File: src/rtl/prbd_pkg.sv
// Package: shared types, constants and codes for the peer signal-strength bar display.
package prbd_pkg;

  localparam int unsigned DefMaxPeers  = 16;
  localparam int unsigned DefBarColumns = 8;
  localparam int unsigned DefBarHeight = 8;

  localparam logic [31:0] MAGIC_VALUE  = 32'h3152_4452;
  localparam logic [7:0]  MIN_LENGTH   = 8'd14;
  localparam logic [31:0] EXPIRE_RESET = 32'd10000;
  localparam logic [3:0]  KEEP_RESET   = 4'd7;
  localparam logic [3:0]  KEEP_MAX     = 4'd10;

  localparam logic signed [7:0] RSSI_LOW  = -8'sd100;
  localparam logic signed [7:0] RSSI_HIGH = -8'sd30;

  // x/70 as (x*RECIP70) >> 20, exact for x below 2^15
  localparam logic [14:0] RECIP70 = 15'd14980;
  // x/10 as (x*RECIP10) >> 16, exact for x below 2^11
  localparam logic [12:0] RECIP10 = 13'd6554;

  localparam logic [2:0] ST_INSERTED  = 3'd0;
  localparam logic [2:0] ST_UPDATED   = 3'd1;
  localparam logic [2:0] ST_TOO_SHORT = 3'd2;
  localparam logic [2:0] ST_BAD_MAGIC = 3'd3;
  localparam logic [2:0] ST_FULL      = 3'd4;
  localparam logic [2:0] ST_COLUMN    = 3'd5;

  localparam logic REG_EXPIRE = 1'b0;
  localparam logic REG_KEEP   = 1'b1;

  typedef struct packed {
    logic              cmd;
    logic [31:0]       now_ms;
    logic [47:0]       src_mac;
    logic              rssi_valid;
    logic signed [7:0] rssi_sample;
    logic [7:0]        packet_length;
    logic [31:0]       magic_word;
  } item_t;

  typedef struct packed {
    logic [2:0]  status;
    logic [2:0]  column;
    logic [3:0]  bar_height;
    logic [15:0] bar_color;
    logic        blink_dots;
    logic        last;
  } result_t;

  typedef struct packed {
    logic insert;
    logic update;
    logic clear;
  } tbl_wr_t;

  typedef struct packed {
    logic              valid;
    logic              found;
    logic [2:0]        status;
    logic [2:0]        column;
    logic signed [7:0] strength;
    logic              dots;
    logic              last;
  } col_req_t;

endpackage

File: src/rtl/prbd_table.sv
// Peer table: valid bits, addresses, strengths and last-seen times, one read and one write index.
module prbd_table
  import prbd_pkg::*;
#(
  parameter int unsigned MAX_PEERS = DefMaxPeers,
  localparam int unsigned IW = $clog2(MAX_PEERS)
) (
  input  logic                 clk,
  input  logic                 rst,
  input  logic [IW-1:0]        rd_idx,
  output logic                 rd_valid,
  output logic [47:0]          rd_addr,
  output logic signed [7:0]    rd_strength,
  output logic [31:0]          rd_seen,
  input  tbl_wr_t              wr,
  input  logic [IW-1:0]        wr_idx,
  input  logic [47:0]          wr_addr,
  input  logic signed [7:0]    wr_strength,
  input  logic [31:0]          wr_seen
);

  logic [MAX_PEERS-1:0] valid;
  logic [47:0]          addr_mem     [MAX_PEERS];
  logic signed [7:0]    strength_mem [MAX_PEERS];
  logic [31:0]          seen_mem     [MAX_PEERS];

  always_ff @(posedge clk) begin
    if (rst) begin
      valid <= '0;
    end else if (wr.insert) begin
      valid[wr_idx] <= 1'b1;
    end else if (wr.clear) begin
      valid[wr_idx] <= 1'b0;
    end
  end

  always_ff @(posedge clk) begin
    if (wr.insert) begin
      addr_mem[wr_idx] <= wr_addr;
    end
    if (wr.insert || wr.update) begin
      strength_mem[wr_idx] <= wr_strength;
      seen_mem[wr_idx]     <= wr_seen;
    end
  end

  assign rd_valid    = valid[rd_idx];
  assign rd_addr     = addr_mem[rd_idx];
  assign rd_strength = strength_mem[rd_idx];
  assign rd_seen     = seen_mem[rd_idx];

endmodule

File: src/rtl/prbd_colbar.sv
// Result stage: bar height and RGB565 colour from a strength, registered onto the result ports.
module prbd_colbar
  import prbd_pkg::*;
#(
  parameter int unsigned BAR_HEIGHT = DefBarHeight
) (
  input  logic     clk,
  input  logic     rst,
  input  col_req_t req,
  output logic     result_valid,
  output result_t  result
);

  logic signed [7:0] clamped;
  logic [6:0]        d;
  logic [14:0]       hx;
  logic [14:0]       gx;
  logic [29:0]       hprod;
  logic [29:0]       gprod;
  logic [7:0]        g;
  logic [7:0]        r;
  logic [3:0]        h;

  always_comb begin
    if (req.strength < RSSI_LOW) begin
      clamped = RSSI_LOW;
    end else if (req.strength > RSSI_HIGH) begin
      clamped = RSSI_HIGH;
    end else begin
      clamped = req.strength;
    end
    d     = 7'(clamped - RSSI_LOW);
    hx    = 15'(d) * 15'(BAR_HEIGHT);
    gx    = (15'(d) << 8) - 15'(d);
    hprod = 30'(hx) * 30'(RECIP70);
    gprod = 30'(gx) * 30'(RECIP70);
    h     = hprod[23:20];
    g     = gprod[27:20];
    r     = 8'd255 - g;
  end

  always_ff @(posedge clk) begin
    if (rst) begin
      result_valid <= 1'b0;
    end else begin
      result_valid <= req.valid;
    end
  end

  always_ff @(posedge clk) begin
    if (req.valid) begin
      result.status     <= req.status;
      result.column     <= req.column;
      result.blink_dots <= req.dots;
      result.last       <= req.last;
      if (req.found) begin
        result.bar_height <= h;
        result.bar_color  <= {r[7:3], g[7:2], 5'b0};
      end else begin
        result.bar_height <= '0;
        result.bar_color  <= '0;
      end
    end
  end

endmodule

File: src/rtl/peer_rssi_tracker_bar_display_core.sv
// Top level: command sequencer, configuration registers, peer table and result stage.
//
// Receive commands run a scan over the peer table, one entry per cycle. A new
// or rejected-for-full peer keeps busy high for the whole scan. A known peer
// ends the scan at its entry and blends its strength in S_RX_DIV. A command
// that fails the length or magic check never raises busy. Render commands take
// one pass over the table to drop stale peers, then BAR_COLUMNS ranking passes,
// each a table scan followed by an emit state, one table read per cycle.
// Each result appears for one cycle on result with result_valid high and must
// be taken then; the last one arrives in the first cycle in which busy is low.
module peer_rssi_tracker_bar_display_core
  import prbd_pkg::*;
#(
  parameter int unsigned MAX_PEERS   = DefMaxPeers,
  parameter int unsigned BAR_COLUMNS = DefBarColumns,
  parameter int unsigned BAR_HEIGHT  = DefBarHeight
) (
  input  logic        clk,
  input  logic        rst,
  input  logic        start,
  output logic        busy,
  input  item_t       item,
  output logic        result_valid,
  output result_t     result,
  input  logic        psel,
  input  logic        penable,
  input  logic        pwrite,
  input  logic [2:0]  paddr,
  input  logic [31:0] pwdata,
  output logic [31:0] prdata,
  output logic        pready
);

  localparam int unsigned IW = $clog2(MAX_PEERS);
  localparam int unsigned CW = $clog2(BAR_COLUMNS + 1);

  localparam logic [2:0] S_IDLE    = 3'd0;
  localparam logic [2:0] S_RX_SCAN = 3'd1;
  localparam logic [2:0] S_RX_DIV  = 3'd2;
  localparam logic [2:0] S_PRUNE   = 3'd3;
  localparam logic [2:0] S_RANK    = 3'd4;
  localparam logic [2:0] S_EMIT    = 3'd5;

  logic [2:0]  state;
  logic [31:0] expire_time_ms;
  logic [3:0]  keep_tenths;

  item_t                item_q;
  logic [IW-1:0]        idx;
  logic                 free_found;
  logic [IW-1:0]        free_idx;
  logic signed [11:0]   mix;
  logic                 any_live;
  logic                 best_found;
  logic [IW-1:0]        best_idx;
  logic signed [7:0]    best_s;
  logic [47:0]          best_a;
  logic [MAX_PEERS-1:0] taken;
  logic [CW-1:0]        col;
  logic                 dots_q;
  logic                 blink;

  logic                 rd_valid;
  logic [47:0]          rd_addr;
  logic signed [7:0]    rd_strength;
  logic [31:0]          rd_seen;
  tbl_wr_t              wr;
  logic [IW-1:0]        wr_idx;
  logic signed [7:0]    wr_strength;
  col_req_t             req;

  logic                 accept;
  logic                 idx_last;
  logic                 hit;
  logic                 expired;
  logic                 any_next;
  logic                 cand;
  logic                 cfg_wr;
  logic [3:0]           keep_eff;
  logic signed [7:0]    sample;
  logic signed [11:0]   mix_next;
  logic [10:0]          mix_abs;
  logic [23:0]          quot_prod;
  logic [7:0]           quot;

  assign busy     = (state != S_IDLE);
  assign accept   = start && !busy;
  assign idx_last = (idx == IW'(MAX_PEERS - 1));
  assign pready   = 1'b1;
  assign cfg_wr   = psel && penable && pwrite && pready;

  always_ff @(posedge clk) begin
    if (rst) begin
      expire_time_ms <= EXPIRE_RESET;
      keep_tenths    <= KEEP_RESET;
    end else if (cfg_wr) begin
      case (paddr[2])
        REG_EXPIRE: expire_time_ms <= pwdata;
        REG_KEEP:   keep_tenths    <= pwdata[3:0];
        default: begin
        end
      endcase
    end
  end

  always_comb begin
    case (paddr[2])
      REG_EXPIRE: prdata = expire_time_ms;
      REG_KEEP:   prdata = {28'b0, keep_tenths};
      default:    prdata = '0;
    endcase
  end

  always_comb begin
    keep_eff  = (keep_tenths > KEEP_MAX) ? KEEP_MAX : keep_tenths;
    sample    = item_q.rssi_valid ? item_q.rssi_sample : 8'sd0;
    mix_next  = $signed({8'b0, keep_eff}) * 12'(rd_strength)
              + $signed({8'b0, 4'(KEEP_MAX - keep_eff)}) * 12'(sample);
    mix_abs   = mix[11] ? 11'(-mix) : 11'(mix);
    quot_prod = 24'(mix_abs) * 24'(RECIP10);
    quot      = mix[11] ? 8'(-quot_prod[23:16]) : quot_prod[23:16];
    hit       = rd_valid && (rd_addr == item_q.src_mac);
    expired   = rd_valid && ((item_q.now_ms - rd_seen) > expire_time_ms);
    any_next  = any_live || (rd_valid && !expired);
    cand      = rd_valid && !taken[idx] &&
                (!best_found || (rd_strength > best_s) ||
                 ((rd_strength == best_s) && (rd_addr < best_a)));
  end

  always_comb begin
    wr          = '0;
    wr_idx      = idx;
    wr_strength = sample;
    req         = '0;
    req.status  = ST_COLUMN;
    req.last    = 1'b1;
    case (state)
      S_IDLE: begin
        if (accept && !item.cmd) begin
          if (item.packet_length < MIN_LENGTH) begin
            req.valid  = 1'b1;
            req.status = ST_TOO_SHORT;
          end else if (item.magic_word != MAGIC_VALUE) begin
            req.valid  = 1'b1;
            req.status = ST_BAD_MAGIC;
          end
        end
      end
      S_RX_SCAN: begin
        if (!hit && idx_last) begin
          req.valid = 1'b1;
          if (free_found || !rd_valid) begin
            wr.insert  = 1'b1;
            wr_idx     = free_found ? free_idx : idx;
            req.status = ST_INSERTED;
          end else begin
            req.status = ST_FULL;
          end
        end
      end
      S_RX_DIV: begin
        wr.update   = 1'b1;
        wr_strength = quot;
        req.valid   = 1'b1;
        req.status  = ST_UPDATED;
      end
      S_PRUNE: begin
        wr.clear = expired;
      end
      S_EMIT: begin
        req.valid    = 1'b1;
        req.found    = best_found;
        req.strength = best_s;
        req.column   = 3'(col);
        req.dots     = dots_q;
        req.last     = (col == CW'(BAR_COLUMNS - 1));
      end
      default: begin
      end
    endcase
  end

  always_ff @(posedge clk) begin
    if (rst) begin
      state <= S_IDLE;
      blink <= 1'b0;
    end else begin
      case (state)
        S_IDLE: begin
          if (accept) begin
            if (item.cmd) begin
              state <= S_PRUNE;
            end else if (item.packet_length >= MIN_LENGTH && item.magic_word == MAGIC_VALUE) begin
              state <= S_RX_SCAN;
            end
          end
        end
        S_RX_SCAN: begin
          if (hit) begin
            state <= S_RX_DIV;
          end else if (idx_last) begin
            state <= S_IDLE;
          end
        end
        S_RX_DIV: state <= S_IDLE;
        S_PRUNE: begin
          if (idx_last) begin
            state <= S_RANK;
            if (!any_next) begin
              blink <= !blink;
            end
          end
        end
        S_RANK: begin
          if (idx_last) begin
            state <= S_EMIT;
          end
        end
        S_EMIT: begin
          state <= (col == CW'(BAR_COLUMNS - 1)) ? S_IDLE : S_RANK;
        end
        default: state <= S_IDLE;
      endcase
    end
  end

  always_ff @(posedge clk) begin
    case (state)
      S_IDLE: begin
        item_q     <= item;
        idx        <= '0;
        free_found <= 1'b0;
        any_live   <= 1'b0;
        best_found <= 1'b0;
        taken      <= '0;
        col        <= '0;
      end
      S_RX_SCAN: begin
        if (hit) begin
          mix <= mix_next;
        end else begin
          idx <= idx + 1'b1;
          if (!rd_valid && !free_found) begin
            free_found <= 1'b1;
            free_idx   <= idx;
          end
        end
      end
      S_PRUNE: begin
        idx      <= idx_last ? '0 : idx + 1'b1;
        any_live <= any_next;
        if (idx_last) begin
          dots_q <= !any_next && !blink;
        end
      end
      S_RANK: begin
        idx <= idx_last ? '0 : idx + 1'b1;
        if (cand) begin
          best_found <= 1'b1;
          best_idx   <= idx;
          best_s     <= rd_strength;
          best_a     <= rd_addr;
        end
      end
      S_EMIT: begin
        if (best_found) begin
          taken[best_idx] <= 1'b1;
        end
        best_found <= 1'b0;
        col        <= col + 1'b1;
      end
      default: begin
      end
    endcase
  end

  prbd_table #(
    .MAX_PEERS(MAX_PEERS)
  ) u_table (
    .clk        (clk),
    .rst        (rst),
    .rd_idx     (idx),
    .rd_valid   (rd_valid),
    .rd_addr    (rd_addr),
    .rd_strength(rd_strength),
    .rd_seen    (rd_seen),
    .wr         (wr),
    .wr_idx     (wr_idx),
    .wr_addr    (item_q.src_mac),
    .wr_strength(wr_strength),
    .wr_seen    (item_q.now_ms)
  );

  prbd_colbar #(
    .BAR_HEIGHT(BAR_HEIGHT)
  ) u_colbar (
    .clk         (clk),
    .rst         (rst),
    .req         (req),
    .result_valid(result_valid),
    .result      (result)
  );

`ifndef SYNTH
  a_accept_answers: assert property (@(posedge clk) disable iff (rst)
    accept |=> (busy || result_valid))
    else $error("accepted command neither busy nor answered");

  a_rx_single: assert property (@(posedge clk) disable iff (rst)
    (result_valid && result.status != ST_COLUMN) |-> (result.last && !busy))
    else $error("receive result not single and final");

  a_last_idle: assert property (@(posedge clk) disable iff (rst)
    (result_valid && result.last) |-> !busy)
    else $error("final result while still busy");
`endif

endmodule

File: config.mk
export PLATFORM = sky130hd
export DESIGN_NAME = peer_rssi_tracker_bar_display_core
export DESIGN_NICKNAME = d
export VERILOG_FILES = /design/src/rtl/prbd_pkg.sv /design/src/rtl/prbd_table.sv /design/src/rtl/prbd_colbar.sv /design/src/rtl/peer_rssi_tracker_bar_display_core.sv
export SDC_FILE = /design/constraint.sdc
export NUM_CORES = 2
export LEC_CHECK = 0
export ABC_AREA = 1
export BUFFER_PORTS_ARGS = -buffer_cell sky130_fd_sc_hd__clkbuf_2
export CAP_MARGIN = 0
export CORE_MARGIN = 2
export CORE_UTILIZATION = 45
export DETAILED_ROUTE_END_ITERATION = 16
export PLACE_DENSITY_LB_ADDON = 0.05
export SLEW_MARGIN = 20
export SYNTH_ARGS = -nofsm -noshare
export SYNTH_HDL_FRONTEND = slang
export SYNTH_SLANG_ARGS = --single-unit
File: constraint.sdc
create_clock -name clk -period 12.6 [get_ports clk]
set_input_delay 2.52 -clock clk [delete_from_list [all_inputs] [get_ports clk]]
set_output_delay 2.52 -clock clk [all_outputs]
set_load 0.02 [all_outputs]
* Word-level counts from Yosys, hierarchy flattened *
Memories as Yosys holds them, arrays and structs flattened. A register that Yosys moved wholly into a read port is not among the register bits.
Cells that the tools add are included.
W data, S select, Z words.

word-level totals
  flip-flop bits (word level) = 278
  RAM bits = 1,408
  output and inout port bits = 63
  logic and storage cells = 209
  memories kept = 3

cells by class
  add/subtract/negate cells = 10
  $mul = 5
  $lt $le $gt $ge = 13
  equality and inequality tests = 20
  multiplexer cells = 68
  bitwise logic cells = 7
  reductions and logical operators = 54

memory list
  memory                depth  bits a word  rd ports  clocked after memory_dff  wr ports  line              RTL
  u_table.addr_mem      16     48           1         1                         1         prbd_table.sv:23  logic [47:0] addr_mem [MAX_PEERS];
  u_table.seen_mem      16     32           1         1                         1         prbd_table.sv:25  logic [31:0] seen_mem [MAX_PEERS];
  u_table.strength_mem  16     8            1         1                         1         prbd_table.sv:24  logic signed [7:0] strength_mem [MAX_PEERS];

operators with widths
  cell                      number
  $pmux W32 S2              1
  $eq A48 B48 Y1            1
  $lt A48 B48 Y1            1
  $mux W16                  3
  $mux W4                   10
  $mux W3                   13
  $eq A32 B30 Y1 const B    1
  $gt A32 B32 Y1            1
  $ne A32 B30 Y1 const B    1
  $or A16 B16 Y16           2
  $pmux W16 S2              1
  $sub A32 B32 Y32          1
  $mul A15 B12 Y26 const B  1
  $mul A5 B8 Y12            2
  $mux W8                   3
  $mul A11 B12 Y23 const B  1
  $mux W1                   21
  $mul A7 B12 Y19 const B   1
  $and A16 B16 Y16          1
  $logic_and A1 B1 Y1       16
  $not A16 Y16              1
  $reduce_and A2 Y1         8
  $lt A4 B5 Y1 const B      3
  $pmux W3 S5               1
  other kinds (42)          82

* Depth between registers and ports, before layout *
  depth in word-level cells = 15
  depth in mapped cells = 42
  depth with buffers taken out = 42

* By module *
A second synthesis with hierarchy kept.

second synthesis, totals
  cells, all modules = 8,554
  area total of the unflattened synthesis = 84,252.1 µm²

modules (own cells, without submodules)
  module                              instances  cells each  area each (µm²)  seq. area each (µm²)
  prbd_table                          1          5,847       60,977.2         42,600.9
  peer_rssi_tracker_bar_display_core  1          2,089       18,210.0         6,596.3
  prbd_colbar                         1          618         5,064.9          710.7

* Least setup slack after synthesis *
No wires, ideal clock.

  kind = flip-flop to output port
  from = register state[1]
  to = output busy
  arrival time = 5,433 ps
  data required time = 10,080 ps
  slack = 4,647 ps
  stages on the path, launching flop included = 5
  path buffers = 0
  cells stage by stage = dfxtp_1 -> nor2_1 -> inv_1 -> nor2_1 -> inv_1

on the way
  word-level cells in the longest chain between the ends = 1

RTL lines
  element                 line                                       RTL
  from (decl)             peer_rssi_tracker_bar_display_core.sv:44   logic [2:0] state;
  from (signal assigned)  peer_rssi_tracker_bar_display_core.sv:220  state <= (col == CW'(BAR_COLUMNS - 1)) ? S_IDLE : S_RANK;
  $reduce_bool A3 Y1      peer_rssi_tracker_bar_display_core.sv:86   assign busy = (state != S_IDLE);
  to (decl)               peer_rssi_tracker_bar_display_core.sv:21   output logic busy,

Every way passes these cells.

==> metrics.log <==
INFO  metric max_freq = 0.115 GHz
INFO  metric finalWorstPathRequiredPeriod = 8.66 ns
INFO  metric worstSetupPathType = flip-flop to flip-flop
INFO  metric post_route_cells_drive_above_1_share = 8.91%
INFO  metric run_status = complete, no violations
INFO  metric fin_setup_tns = 0 ns
INFO  metric dr.first_iter.drc_count = 4,286
INFO  metric avgSynthCellArea = 11.1 um^2
INFO  metric first_pass_iters = 8
INFO  metric grt_pass1_wl = 326,000 um
INFO  metric ctsHoldBuffers = 0
INFO  metric skew = 0.0388 ns
INFO  metric crit_path_top_delay_cell = buf_4
INFO  metric io_buffer_count = 224
INFO  metric powerDensity = 259 nW/um^2
INFO  metric clk-insertion-delay-late = 0.85 ns
INFO  metric post-route-drc-count = 0
INFO  metric count_of_cell_types_in_the_netlist = 67
INFO  metric critPathLaunchType = flip-flop
INFO  metric synth-warning-count = 0
INFO  metric floorplan.die.height = 427 um
INFO  metric worst-slew-pin-transition = 1.16 ns
INFO  metric report.final.hold_viol_count = 0
INFO  metric detail-route-antenna-nets = 0
INFO  metric rsz0062_at_grt = false
INFO  metric worst_ep_arrival_time = 9.35 ns
INFO  metric postSynthRegisterBits = 1,685
INFO  metric path_max_fanout = 137
INFO  metric max-clock-path-buffers = 3
INFO  metric io_pins = 234
INFO  metric placedCellCount = 9,612
INFO  metric synthFlopType = edfxtp_1
INFO  metric number_of_flops_mapped_to_enable_cells_by_yosys = 1,624
INFO  metric num-nets-final = 8,074
INFO  metric regToRegSetupSlack = 3.94 ns
INFO  metric initial_antenna_violation_count = 3
INFO  metric detailed_place_hpwl = 121,000 um
INFO  metric initial_util = 45.2%
INFO  metric layoutNonFillerInstCount = 9,958
INFO  metric holdCritPathClass = flip-flop to flip-flop
INFO  metric cts_post_setup_buffers_inserted = 0
INFO  metric grt_max_degree = 222
INFO  metric drt_wl_total = 219,000 um
INFO  metric report.final.setup_viol = 0
INFO  metric post_synth_inst_count = 7,278
INFO  metric cts_max_level = 4
INFO  metric die_area = 182,000 um^2
INFO  metric vias_per_cell = 5.38
INFO  metric critical_path.n_buffers_inverters = 4
INFO  metric cts.sinks = 1,685
INFO  metric cts_root_buffer = clkbuf_16
INFO  metric hold-worst-slack = 0.462 ns
INFO  metric num_vias = 53.6k
INFO  metric number_of_global_route_vias_before_repair = 50.9k
INFO  metric grt_overflow = 0
INFO  metric detail_route.wl_per_cell = 22.0 um
INFO  metric max_stage_delay = 0.76 ns
INFO  metric netlist_area = 80,500 um^2
INFO  metric cts-buffers-inserted = 183
INFO  metric cts.clk_slew.worst_paths = 0.06 ns
INFO  metric worstSetupEndpointType = flip-flop
INFO  metric worst_ep_required_time = 13.29 ns
INFO  metric timing.critical_path.mode_cell = nand2_1
INFO  metric timing.critical_path.max_delay_family = compound AO/OA/AOI/OAI gates
INFO  metric core.rowCount = 155
INFO  metric p_r_area_growth_vs_syn = 11.4%
INFO  metric ys_seq_area_share = 62.1%
INFO  metric drv_cap = 0
INFO  metric place_congestion = 0.840
INFO  metric layout_worst_path_cycle_share = 68.7%
INFO  metric timing.slew.headroom = 22.9%
INFO  metric dieWidth = 427 um
INFO  metric postCtsResizedCells = 0
INFO  metric power.ir.vdd_worst = 0.404 mV
INFO  metric synthArstFlopShare = 0%
INFO  metric grt_use_total = 24.0%
INFO  metric final_max_slew_viol_count = 0
INFO  metric standby_leakage_power = 35.0 nW
INFO  metric cts_tree = done
INFO  metric floorplan.core_area = 178,000 um^2
synth_stat cells (9+ instances only):
master	instances	share of area (%)
buf_1	36	0.17
inv_1	759	3.5
nor4_1	16	0.12
o21ai_0	484	3.0
nand2_1	1316	6.1
xnor2_1	30	0.33
nor2_1	820	3.8
fa_1	116	2.9
o221ai_1	117	1.3
o21ai_1	70	0.44
or2_2	11	0.086
edfxtp_1	1624	61
inv_2	15	0.070
a211oi_1	9	0.084
buf_2	48	0.30
a21o_1	10	0.093
buf_6	53	0.74
clkbuf_1	173	0.81
a21oi_1	221	1.4
ha_1	344	5.3
xor2_1	70	0.76
nand4_1	27	0.21
buf_4	22	0.21
nand2_2	16	0.12
nor3_1	31	0.19
o211ai_1	103	0.96
a31oi_1	13	0.10
nand3_1	517	3.2
o22ai_1	52	0.40
dfxtp_1	61	1.5
metrics by stage:
step                setup slack, ns  instance area, um^2  power, mW  utilization (%)
floorplan                      4.65                80500       15.1                -
global placement               4.08                83700       18.0             47.0
detailed placement             4.05                83700       18.1             47.0
CTS                            4.00                89600       23.4             50.3
global route                   3.33                89600       25.0             50.3
finish                         3.94                89600       23.2             50.3
state kept, by name, indices dropped and copies added (netlist names), 8 cells and up, named ones only:
| register | cells |
|---|---|
| best_a | 48 |
| mix | 12 |
| u_table.seen_mem | 512 |
| item_q | 89 |
| expire_time_ms | 32 |
| u_colbar.result | 23 |
| u_table.addr_mem | 768 |
| taken | 16 |
| u_table.strength_mem | 128 |
| best_s | 8 |
where the power goes:
| group | total (mW) | switching [mW] | internal, mW |
|---|---|---|---|
| clock network | 5.23 | 2.28 | 2.95 |
| registers | 7.85 | 0.556 | 7.29 |
| logic | 10.1 | 6.65 | 3.48 |
worst register-to-register path: cells and delay by family, from the launching register on:
kind / cells / cell delay (ns)
flops: 1 / 0.54
fa+ha+maj: 2 / 0.67
buf+inv: 4 / 1.79
xor+xnor: 1 / 0.17
compound gates: 12 / 2.88
simple gates: 12 / 2.44
layout make-up:
cell class	instances	area, um^2
fillers	15900	88400
flip-flops and latches	1685	50000
multi-input cells	4485	26000
clock buffers	234	4810
inverters	778	2960
well taps	2355	2950
repair buffers	310	1900
clock inverters	109	1010
diodes	2	5.00
cell families after synthesis:
kind of cell    count (synthesis)  share of synthesized area, %
other cells                     2                       0.00933
buf+inv                      1112                          5.89
fa+ha+maj                     460                          8.24
compound gates               1118                          8.15
simple gates                 2797                          14.4
xor+xnor                      104                          1.18
flops                        1685                          62.1
placed cells by master (no fill, tap or decap), drive strengths merged, types with 10 or more instances in the layout:
cell | Yosys | layout
dfxtp | 61 | 61
nor3 | 33 | 33
buf | 161 | 86
xor2 | 74 | 74
nand4 | 30 | 30
a31oi | 13 | 13
nor4 | 16 | 16
a21oi | 221 | 221
bufinv | 0 | 11
clkinv | 3 | 96
clkbuf | 173 | 458
xnor2 | 30 | 30
edfxtp | 1624 | 1624
o221ai | 117 | 117
o211ai | 103 | 103
o22ai | 52 | 52
inv | 775 | 777
a21o | 10 | 10
or2 | 18 | 18
nor2 | 831 | 831
ha | 344 | 344
o21ai | 556 | 556
nand2 | 1337 | 1337
fa | 116 | 116
nand3 | 520 | 520
worst paths after layout:
kind         cells past startpoint        end
max                             31  flip-flop
min                              2  flip-flop
max reg2reg                     31  flip-flop
min reg2reg                      2  flip-flop
per-layer routing:
layer	GRT usage (%)	wire, um	vias to the layer above
li1	-	-	25500
met1	34.9	102000	26500
met3	3.21	11700	257
met5	0	0	-
met2	38.0	101000	1334
met4	5.85	4410	0
No activity file was read; power rests on OpenSTA's default activity.
